File: src/sv/iol_pkg.sv
// Shared types and constants for the indexed ordered list.
`default_nettype none
package iol_pkg;

  localparam int CAPACITY  = 32;
  localparam int IDX_W     = $clog2(CAPACITY);
  localparam int CNT_W     = $clog2(CAPACITY + 1);
  localparam int POS_W     = 6;
  localparam int VAL_W     = 32;
  localparam int CNT_OUT_W = 6;
  localparam int CMP_W     = ((CNT_W > POS_W) ? CNT_W : POS_W) + 1;

  typedef enum logic [2:0] {
    OP_INS_HEAD = 3'd0,
    OP_INS_TAIL = 3'd1,
    OP_INS_POS  = 3'd2,
    OP_DEL_HEAD = 3'd3,
    OP_DEL_TAIL = 3'd4,
    OP_DEL_POS  = 3'd5,
    OP_READOUT  = 3'd6
  } op_e;

  typedef enum logic [1:0] {
    ST_OK     = 2'd0,
    ST_BADPOS = 2'd1,
    ST_EMPTY  = 2'd2,
    ST_FULL   = 2'd3
  } status_e;

  typedef struct packed {
    logic             we;
    logic [IDX_W-1:0] waddr;
    logic [VAL_W-1:0] wdata;
    logic             re;
    logic [IDX_W-1:0] raddr;
  } iol_mem_req_t;

endpackage
`default_nettype wire

File: src/sv/iol_store.sv
// Entry storage: one write port, one read port with registered read data.
`default_nettype none
module iol_store
  import iol_pkg::*;
(
  input  wire logic             clk_i,
  input  wire iol_mem_req_t     req_i,
  output logic      [VAL_W-1:0] rd_data_o
);

  logic [VAL_W-1:0] mem [CAPACITY];
  logic [VAL_W-1:0] rd_data_q;

  always_ff @(posedge clk_i) begin
    if (req_i.we) begin
      mem[req_i.waddr] <= req_i.wdata;
    end
    if (req_i.re) begin
      rd_data_q <= mem[req_i.raddr];
    end
  end

  assign rd_data_o = rd_data_q;

endmodule
`default_nettype wire

File: src/sv/indexed_ordered_list.sv
// Top level of the indexed ordered list: operation sequencer and output register.
//
// Input words carry one operation: insert at head, tail or a position, delete
// at head, tail or a position, or read out the list. Opcode rides in tuser.
// Each operation except read out returns one word with status and new count;
// read out returns one word per entry, head first, tlast on the last one, or
// a single empty-status word for an empty list. Opcode 7 is dropped.
//
// Entries live in a memory with one write port and one read port. Each entry
// moved is read (S_INS_RD or S_DEL_RD) and then written (S_INS_WR or S_DEL_WR);
// an insert ends by writing the new value in S_INS_NEW, and read out reads each
// entry in S_RO_RD and loads it into the output register in S_RO_OUT.
// One operation is in flight at a time; s_axis_tready_o is high only when
// the sequencer is idle. A finished result sits in the output register, so
// the next operation may be accepted while it waits. When the receiver
// stalls, the sequencer holds before loading the next result.
// Reset clears the count to zero; memory contents need no clearing.
`default_nettype none
module indexed_ordered_list
  import iol_pkg::*;
(
  input  wire logic        clk_i,
  input  wire logic        rst_ni,
  input  wire logic        s_axis_tvalid_i,
  output logic             s_axis_tready_o,
  input  wire logic [39:0] s_axis_tdata_i,   // item_value[31:0], position[37:32], zero pad
  input  wire logic [2:0]  s_axis_tuser_i,   // opcode[2:0]
  output logic             m_axis_tvalid_o,
  input  wire logic        m_axis_tready_i,
  output logic      [39:0] m_axis_tdata_o,   // out_value[31:0], entry_count[37:32], zero pad
  output logic      [1:0]  m_axis_tuser_o,   // status[1:0]
  output logic             m_axis_tlast_o
);

  typedef enum logic [3:0] {
    S_IDLE,
    S_INS_RD,
    S_INS_WR,
    S_INS_NEW,
    S_DEL_RD,
    S_DEL_WR,
    S_RO_RD,
    S_RO_OUT,
    S_RESP
  } state_e;

  state_e           state_q;
  logic [CNT_W-1:0] cnt_q;
  logic [IDX_W-1:0] cur_q;
  logic [IDX_W-1:0] pos_q;
  logic [VAL_W-1:0] val_q;
  status_e          st_q;

  logic                 out_valid_q;
  logic [VAL_W-1:0]     out_value_q;
  logic [CNT_OUT_W-1:0] out_cnt_q;
  status_e              out_st_q;
  logic                 out_last_q;

  iol_mem_req_t     mem_req;
  logic [VAL_W-1:0] rd_data;

  logic             in_acc;
  logic             out_free;
  op_e              op;
  logic [VAL_W-1:0] in_value;
  logic [POS_W-1:0] in_pos;
  logic [CMP_W-1:0] cnt_w;

  assign s_axis_tready_o = (state_q == S_IDLE);
  assign in_acc   = s_axis_tvalid_i && s_axis_tready_o;
  assign out_free = !out_valid_q || m_axis_tready_i;
  assign op       = op_e'(s_axis_tuser_i);
  assign in_value = s_axis_tdata_i[VAL_W-1:0];
  assign in_pos   = s_axis_tdata_i[VAL_W+POS_W-1:VAL_W];
  assign cnt_w    = CMP_W'(cnt_q);

  iol_store u_store (
    .clk_i     (clk_i),
    .req_i     (mem_req),
    .rd_data_o (rd_data)
  );

  always_comb begin
    mem_req = '0;
    case (state_q)
      S_INS_RD: begin
        mem_req.re    = 1'b1;
        mem_req.raddr = cur_q - IDX_W'(1);
      end
      S_INS_WR: begin
        mem_req.we    = 1'b1;
        mem_req.waddr = cur_q;
        mem_req.wdata = rd_data;
      end
      S_INS_NEW: begin
        mem_req.we    = 1'b1;
        mem_req.waddr = pos_q;
        mem_req.wdata = val_q;
      end
      S_DEL_RD: begin
        mem_req.re    = 1'b1;
        mem_req.raddr = cur_q + IDX_W'(1);
      end
      S_DEL_WR: begin
        mem_req.we    = 1'b1;
        mem_req.waddr = cur_q;
        mem_req.wdata = rd_data;
      end
      S_RO_RD: begin
        mem_req.re    = 1'b1;
        mem_req.raddr = cur_q;
      end
      default: begin
        mem_req = '0;
      end
    endcase
  end

  always_ff @(posedge clk_i or negedge rst_ni) begin
    logic [CMP_W-1:0] p;
    logic             out_load;
    if (!rst_ni) begin
      state_q     <= S_IDLE;
      cnt_q       <= '0;
      cur_q       <= '0;
      pos_q       <= '0;
      val_q       <= '0;
      st_q        <= ST_OK;
      out_valid_q <= 1'b0;
      out_value_q <= '0;
      out_cnt_q   <= '0;
      out_st_q    <= ST_OK;
      out_last_q  <= 1'b0;
    end else begin
      p        = '0;
      out_load = 1'b0;
      case (state_q)
        S_IDLE: begin
          if (in_acc) begin
            val_q <= in_value;
            case (op)
              OP_INS_HEAD, OP_INS_TAIL, OP_INS_POS: begin
                if (op == OP_INS_HEAD) begin
                  p = '0;
                end else if (op == OP_INS_TAIL) begin
                  p = cnt_w;
                end else begin
                  p = CMP_W'(in_pos);
                end
                if (p > cnt_w) begin
                  st_q    <= ST_BADPOS;
                  state_q <= S_RESP;
                end else if (cnt_w >= CMP_W'(CAPACITY)) begin
                  st_q    <= ST_FULL;
                  state_q <= S_RESP;
                end else begin
                  pos_q <= IDX_W'(p);
                  cur_q <= IDX_W'(cnt_q);
                  if (p == cnt_w) begin
                    state_q <= S_INS_NEW;
                  end else begin
                    state_q <= S_INS_RD;
                  end
                end
              end
              OP_DEL_HEAD, OP_DEL_TAIL, OP_DEL_POS: begin
                if (op == OP_DEL_HEAD) begin
                  p = '0;
                end else if (op == OP_DEL_TAIL) begin
                  p = cnt_w - CMP_W'(1);
                end else begin
                  p = CMP_W'(in_pos);
                end
                if (cnt_q == '0) begin
                  st_q    <= ST_EMPTY;
                  state_q <= S_RESP;
                end else if (p >= cnt_w) begin
                  st_q    <= ST_BADPOS;
                  state_q <= S_RESP;
                end else if (p + CMP_W'(1) == cnt_w) begin
                  cnt_q   <= cnt_q - CNT_W'(1);
                  st_q    <= ST_OK;
                  state_q <= S_RESP;
                end else begin
                  cur_q   <= IDX_W'(p);
                  state_q <= S_DEL_RD;
                end
              end
              OP_READOUT: begin
                if (cnt_q == '0) begin
                  st_q    <= ST_EMPTY;
                  state_q <= S_RESP;
                end else begin
                  cur_q   <= '0;
                  state_q <= S_RO_RD;
                end
              end
              default: begin
                state_q <= S_IDLE;
              end
            endcase
          end
        end
        S_INS_RD: begin
          state_q <= S_INS_WR;
        end
        S_INS_WR: begin
          cur_q <= cur_q - IDX_W'(1);
          if ((cur_q - IDX_W'(1)) == pos_q) begin
            state_q <= S_INS_NEW;
          end else begin
            state_q <= S_INS_RD;
          end
        end
        S_INS_NEW: begin
          cnt_q   <= cnt_q + CNT_W'(1);
          st_q    <= ST_OK;
          state_q <= S_RESP;
        end
        S_DEL_RD: begin
          state_q <= S_DEL_WR;
        end
        S_DEL_WR: begin
          cur_q <= cur_q + IDX_W'(1);
          if (CMP_W'(cur_q) + CMP_W'(2) == cnt_w) begin
            cnt_q   <= cnt_q - CNT_W'(1);
            st_q    <= ST_OK;
            state_q <= S_RESP;
          end else begin
            state_q <= S_DEL_RD;
          end
        end
        S_RO_RD: begin
          state_q <= S_RO_OUT;
        end
        S_RO_OUT: begin
          if (out_free) begin
            out_load    = 1'b1;
            out_value_q <= rd_data;
            out_cnt_q   <= CNT_OUT_W'(cnt_q);
            out_st_q    <= ST_OK;
            out_last_q  <= (CMP_W'(cur_q) + CMP_W'(1) == cnt_w);
            if (CMP_W'(cur_q) + CMP_W'(1) == cnt_w) begin
              state_q <= S_IDLE;
            end else begin
              cur_q   <= cur_q + IDX_W'(1);
              state_q <= S_RO_RD;
            end
          end
        end
        S_RESP: begin
          if (out_free) begin
            out_load    = 1'b1;
            out_value_q <= '0;
            out_cnt_q   <= CNT_OUT_W'(cnt_q);
            out_st_q    <= st_q;
            out_last_q  <= 1'b1;
            state_q     <= S_IDLE;
          end
        end
        default: begin
          state_q <= S_IDLE;
        end
      endcase
      if (out_load) begin
        out_valid_q <= 1'b1;
      end else if (m_axis_tready_i) begin
        out_valid_q <= 1'b0;
      end
    end
  end

  assign m_axis_tvalid_o = out_valid_q;
  assign m_axis_tdata_o  = {{(40 - VAL_W - CNT_OUT_W){1'b0}}, out_cnt_q, out_value_q};
  assign m_axis_tuser_o  = out_st_q;
  assign m_axis_tlast_o  = out_last_q;

`ifndef ASSERT_OFF
  a_cnt_bound: assert property (@(posedge clk_i) disable iff (!rst_ni)
    cnt_q <= CNT_W'(CAPACITY))
    else $error("entry count above capacity");

  a_cnt_step: assert property (@(posedge clk_i) disable iff (!rst_ni)
    (cnt_q != $past(cnt_q)) |-> (state_q == S_RESP))
    else $error("entry count changed outside operation completion");

  a_write_busy: assert property (@(posedge clk_i) disable iff (!rst_ni)
    mem_req.we |-> (state_q == S_INS_WR || state_q == S_INS_NEW || state_q == S_DEL_WR))
    else $error("memory write outside insert or delete");

  a_run_status: assert property (@(posedge clk_i) disable iff (!rst_ni)
    (out_valid_q && !out_last_q) |-> (out_st_q == ST_OK))
    else $error("non-final word without ok status");
`endif

endmodule
`default_nettype wire
File: config.mk
export PLATFORM = sky130hd
export DESIGN_NAME = indexed_ordered_list
export DESIGN_NICKNAME = d
export VERILOG_FILES = /design/src/sv/iol_pkg.sv /design/src/sv/iol_store.sv /design/src/sv/indexed_ordered_list.sv
export SDC_FILE = /design/constraint.sdc
export NUM_CORES = 2
export LEC_CHECK = 0
export ABC_AREA = 1
export BUFFER_PORTS_ARGS = -buffer_cell sky130_fd_sc_hd__buf_2
export CORE_MARGIN = 2
export CORE_UTILIZATION = 47
export CTS_CLUSTER_SIZE = 25
export DETAILED_ROUTE_END_ITERATION = 7
export SYNTH_ARGS = -nofsm -noshare
export SYNTH_HDL_FRONTEND = slang
export SYNTH_SLANG_ARGS = --single-unit
File: constraint.sdc
create_clock -name clk_i -period 3.9 [get_ports clk_i]
set_input_delay 0.195 -clock clk_i [delete_from_list [all_inputs] [get_ports clk_i]]
set_output_delay 0.195 -clock clk_i [all_outputs]
set_load 0.05 [all_outputs]
Yosys cells after proc, flatten, opt, wreduce, memory -nomap -nowiden
Memories as Yosys holds them, arrays and structs flattened. A register that Yosys moved wholly into a read port is not among the register bits.
Cells that the tools add are included.
{"block": "classes", "n_addsub": 8, "n_lt_le_gt_ge": 3, "eq_ne": 38, "muxes": 70, "bitwise_logic": 2, "n_reduce_logical": 22}
{"cell": "$pmux W38 S2", "count": 1}
{"cell": "$mux W32", "count": 2}
{"cell": "$pmux W32 S2", "count": 1}
{"cell": "$mux W7", "count": 8}
{"cell": "$mux W6", "count": 8}
{"cell": "$mux W5", "count": 9}
{"cell": "$mux W4", "count": 10}
{"cell": "$pmux W4 S9", "count": 1}
{"cell": "$pmux W6 S3", "count": 2}
{"cell": "$mux W2", "count": 12}
{"cell": "$ne A3 B3 Y1 const B", "count": 7}
{"cell": "$pmux W5 S4", "count": 1}
{"cell": "$eq A4 B3 Y1 const B", "count": 4}
{"cell": "$pmux W5 S3", "count": 1}
{"cell": "$eq A7 B6 Y1", "count": 2}
{"cell": "$reduce_and A7 Y1", "count": 2}
{"cell": "$eq A6 B6 Y1", "count": 2}
{"cell": "$ne A2 B2 Y1 const B", "count": 6}
{"cell": "$pmux W2 S3", "count": 2}
{"cell": "$pmux W4 S3", "count": 1}
{"cell": "$reduce_and A11 Y1", "count": 1}
{"cell": "$eq A3 B3 Y1 const B", "count": 3}
{"cell": "$eq A4 B2 Y1 const B", "count": 2}
{"cell": "$mux W1", "count": 8}
{"cell": "38 further kinds", "count": 47}
{"block": "totals", "regBits": 96, "ramBits": 1024, "in_bits": 47, "out_inout_bits": 45, "elab_cells": 155, "mem_count": 1}
{"memory": "u_store.mem", "words": 32, "width": 32, "rd": 1, "rd_clocked_by_memory_dff": 1, "write_ports": 1, "line": "iol_store.sv:11", "text": "logic [VAL_W-1:0] mem [CAPACITY];"}

Longest topological paths before layout
{"block": "logic_depth", "depth_word": 14, "mapped_depth": 21, "depth_no_buf": 20}

By module
From an unflattened synthesis, not the netlist that was laid out.
{"block": "unflattened", "cells_unflattened": 4399, "hier_area_um2": 48898.1}
{"mod": "iol_store", "n_inst": 1, "cells_per_inst": 3536, "area_per_inst_um2": 42726.0, "seq_area_each_um2": 31710.4}
{"mod": "indexed_ordered_list", "n_inst": 1, "cells_per_inst": 863, "area_per_inst_um2": 6172.2, "seq_area_each_um2": 2402.3}

Worst setup path after synthesis
Ideal clock, no wire load.
{"block": "synth_timing", "kind": "flip-flop to flip-flop", "startpoint": "register state_q[3]", "endpoint": "memory u_store.mem[28][0] (enable)", "setup_ns": 0.421, "arrival_time_ns": 3.022, "required_ns": 3.479, "slack_ns": 0.457, "stages_incl_launch_ff": 10, "path_buffers": 0, "synth_period_minus_slack_ns": 3.443, "path_cell_list": "dfrtp_1 nor2_2 inv_1 nor2_1 inv_1 nor2_1 nor2_1 o22ai_1 nand3_1 nor2_1"}
{"block": "synth_via", "elab_chain_cells": 5, "word_cells_on_any_way": 7, "cone_classes": "eq/ne: 3; mux: 3; reduce/logical: 1"}
{"element": "start: declaration", "line": "indexed_ordered_list.sv:47", "text": "state_e state_q;"}
{"element": "start signal: assignment", "line": "indexed_ordered_list.sv:124", "text": "state_q <= S_IDLE;"}
{"element": "start signal: assignment", "line": "indexed_ordered_list.sv:153", "text": "state_q <= S_RESP;"}
{"element": "start signal: assignment", "line": "indexed_ordered_list.sv:156", "text": "state_q <= S_RESP;"}
{"element": "$eq A4 B3 Y1 or $eq A4 B2 Y1 (tied branches)", "line": "indexed_ordered_list.sv:86", "text": "case (state_q)"}
{"element": "$reduce_or A2 Y1 (no source line)"}
{"element": "$pmux W38 S2 (*)", "line": "indexed_ordered_list.sv:86"}
{"element": "$mux W1", "line": "iol_store.sv:15", "text": "if (req_i.we) begin"}
{"element": "$mux W1 (not written as such)", "line": "iol_store.sv:16", "text": "mem[req_i.waddr] <= req_i.wdata;"}
{"element": "end: declaration", "line": "iol_store.sv:11"}
Mark *: on every way between the ends. The rest lies on a longest branch, timed or not.

Worst setup path in the final report
{"block": "layout_timing", "startpoint": "register state_q[3]", "endpoint": "memory u_store.mem[30][25] (enable)"}
The elaborated chain is that of the path after synthesis.

==> flow_summary.json <==
{
  "cap_violations": 0,
  "firstDrtPassIters": 5,
  "p_leak_nw": 22.2,
  "via_count": 31600,
  "grt_max_degree": 130,
  "finClkSkew_ps": 23.3,
  "drive_gt1_share_pct": 10.5,
  "tightest_slew_ps": 1020,
  "fp.dieArea_mm2": 0.108,
  "drc": 0,
  "grt_pass1_wl_mm": 186,
  "start_util_pct": 47.2,
  "port_buffers": 87,
  "gp_congestion": 0.873,
  "critical_path.endpoint_type": "flip-flop",
  "yosysSeqAreaShare_pct": 68.9,
  "path_clk_slew_ps": 60,
  "antenna_left": 0,
  "wl_per_cell_um": 21.0,
  "cts_resized": 0,
  "max_slew_margin_pct": 31.6,
  "nets": 4539,
  "drv_slew": 0,
  "rows": 119,
  "layout_common_cells": "edfxtp_1, nand2_1, inv_1",
  "die_y_um": 329,
  "fin_crit_sh_pct": 89.3,
  "cts_buffers": 118,
  "path_class": "flip-flop to flip-flop",
  "setup_viol": 0,
  "syn2layout_area_growth_pct": 14.8,
  "syn_avg_cell_area_um2": 11.6,
  "grt_pass1_vias": 29300,
  "seqCellArea_mm2": 0.0341,
  "clock-sinks": 1152,
  "multi_input_area_mm2": 0.0124,
  "synth_cells": 4279,
  "antenna_found_initial": 1,
  "status": "finished, final reports clean",
  "irDropWorstVdd_mv": 0.682,
  "synth_cell_type_count": 42,
  "cts_tree": "yes",
  "dpl.hpwl_mm": 73.0,
  "finalCriticalPeriod_ps": 3480,
  "final_common_cell": "edfxtp_1",
  "yosysWarnings": 0,
  "htreeDepth": 3,
  "hold_class": "primary input to flip-flop",
  "fin_ws_ps": 417,
  "netlist_area_mm2": 0.0495,
  "rsz0062_at_grt": "no",
  "start_kind": "flip-flop",
  "timing.fmax_mhz": 287,
  "post-route-util_pct": 54.3,
  "clock_path_buffers": 3,
  "powerDensity_mw_per_mm2": 766,
  "hold_viol": 0,
  "pre_cts_ws_ps": 467,
  "critPathArrivalTime_ps": 3830,
  "nFillCells": 8756,
  "viasPerCell": 5.31,
  "io_pins": 92,
  "critPathMaxFanout": 20,
  "cp_data_required_time_ps": 4240,
  "grt-ovfl-total": 0,
  "drt_iter0_markers": 2916,
  "routed_wirelength_mm": 125,
  "ys_ff_latch": 1152,
  "clock_latency_ps": 710,
  "core_area_mm2": 0.105,
  "grt_usage_pct": 23.3,
  "final.setup.tns_ps": 0,
  "fp.dieW_um": 329,
  "fin_total_pwr_mw": 43.6,
  "cts_root_buf": "clkbuf_16"
}
==> layer usage <==
metal  vias up  GRT usage, %  share of wire (%)
li1      15100             -                  -
met5         -             0                  0
met3       189          2.86                6.2
met4         0          6.55                2.2
met2       965          38.0                 47
met1     15400          32.9                 44
==> Yosys cell counts (all sizes together) <==
master / n / share of area, %
buf: 118 / 1.4
nand4: 11 / 0.14
clkbuf: 113 / 0.86
conb: 1 / 0.0076
o221ai: 4 / 0.071
a21oi: 22 / 0.22
o211ai: 196 / 3.0
xnor2: 9 / 0.16
o21a: 34 / 0.52
nand2: 1002 / 7.6
ha: 24 / 0.61
xor2: 16 / 0.28
a31oi: 1 / 0.013
o21ai: 581 / 5.9
nor4: 3 / 0.038
or2: 1 / 0.013
and3: 2 / 0.025
a22o: 32 / 0.57
fa: 1 / 0.040
a21boi: 1 / 0.015
a21o: 1 / 0.015
edfxtp: 1056 / 64
o2111ai: 1 / 0.018
dfrtp: 96 / 4.9
nand3: 106 / 1.1
o31ai: 1 / 0.015
nor3: 7 / 0.091
mux2i: 160 / 3.2
o22ai: 10 / 0.13
clkinv: 2 / 0.015
nor2: 77 / 0.60
inv: 590 / 4.5
==> layout make-up <==
cell class              count  area share [%]
flip-flops and latches   1152            60.0
multi-input cells        2305            21.8
clock buffers             146            5.51
repair buffers            298            4.82
inverters                 592            3.92
well taps                1391            3.06
clock inverters            71           0.942
diodes                      1         0.00440
==> where the power goes <==
group	switching (mW)	total (mW)	leakage [nW]	internal [mW]
clock network	4.61	10.7	1.79	6.11
registers	0.687	16.2	10.8	15.5
logic	11.3	16.6	9.68	5.33
==> flip-flops by register name (all words and copies together), names as in the netlist, 2 cells and up <==
signal	cells
pos_q	5
out_value_q	32
cnt_q	6
u_store.rd_data_o	32
m_axis_tuser_o	2
out_cnt_q	6
u_store.mem	1024
st_q	2
cur_q	5
state_q	4
val_q	32
==> stage by stage <==
stage / hold WS [ps] / std cells / area [um2]
CTS: 26.8 / 5955 / 56900
global placement: 405 / 5700 / 52800
detailed placement: 400 / 5700 / 52800
floorplan: -101 / 4280 / 49500
finish: 64.5 / 5956 / 56900
global route: 58.4 / 5955 / 56900
==> logic make-up after synthesis <==
kind of cell / count (synthesis) / synth area share [%]
buffers and inverters: 823 / 6.75
AO/OA/AOI/OAI: 884 / 10.4
XOR/XNOR: 25 / 0.442
adder cells (fa/ha/maj): 25 / 0.647
flip-flops: 1152 / 68.9
other: 1 / 0.00757
multiplexers: 160 / 3.23
AND/OR/NAND/NOR: 1209 / 9.58
==> worst max-delay path, stage by stage (launching register included) <==
cell and delay (ps):
dfrtp_1 420, nor2_2 160, inv_1 50, nor2_1 220
inv_1 150, nor2_1 200, nor2_1 180, o22ai_1 610
nand3_1 520, nor2_4 210, buf_4 400
==> final timing paths <==
check / startpoint / endpoint / slack, ps / depth (start not counted)
max: state_q[3] / u_store.mem[30][25] / 420 / 10
min: s_axis_tdata_i[32] / pos_q[0] / 60 / 4
max reg2reg: state_q[3] / u_store.mem[30][25] / 420 / 10
min reg2reg: val_q[21] / val_q[21] / 470 / 2
max in group asynchronous: rst_ni / val_q[7] / 2760 / 3
min in group asynchronous: rst_ni / cnt_q[0] / 170 / 2
==> what timing repair did <==
item,4_1_cts,5_1_grt
hold buffers,38,0
buffers inserted,0,0
endpoints found under the hold margin,111,0
setup endpoints to repair,0,0
Note: power is estimated with default switching activity, not from simulation.
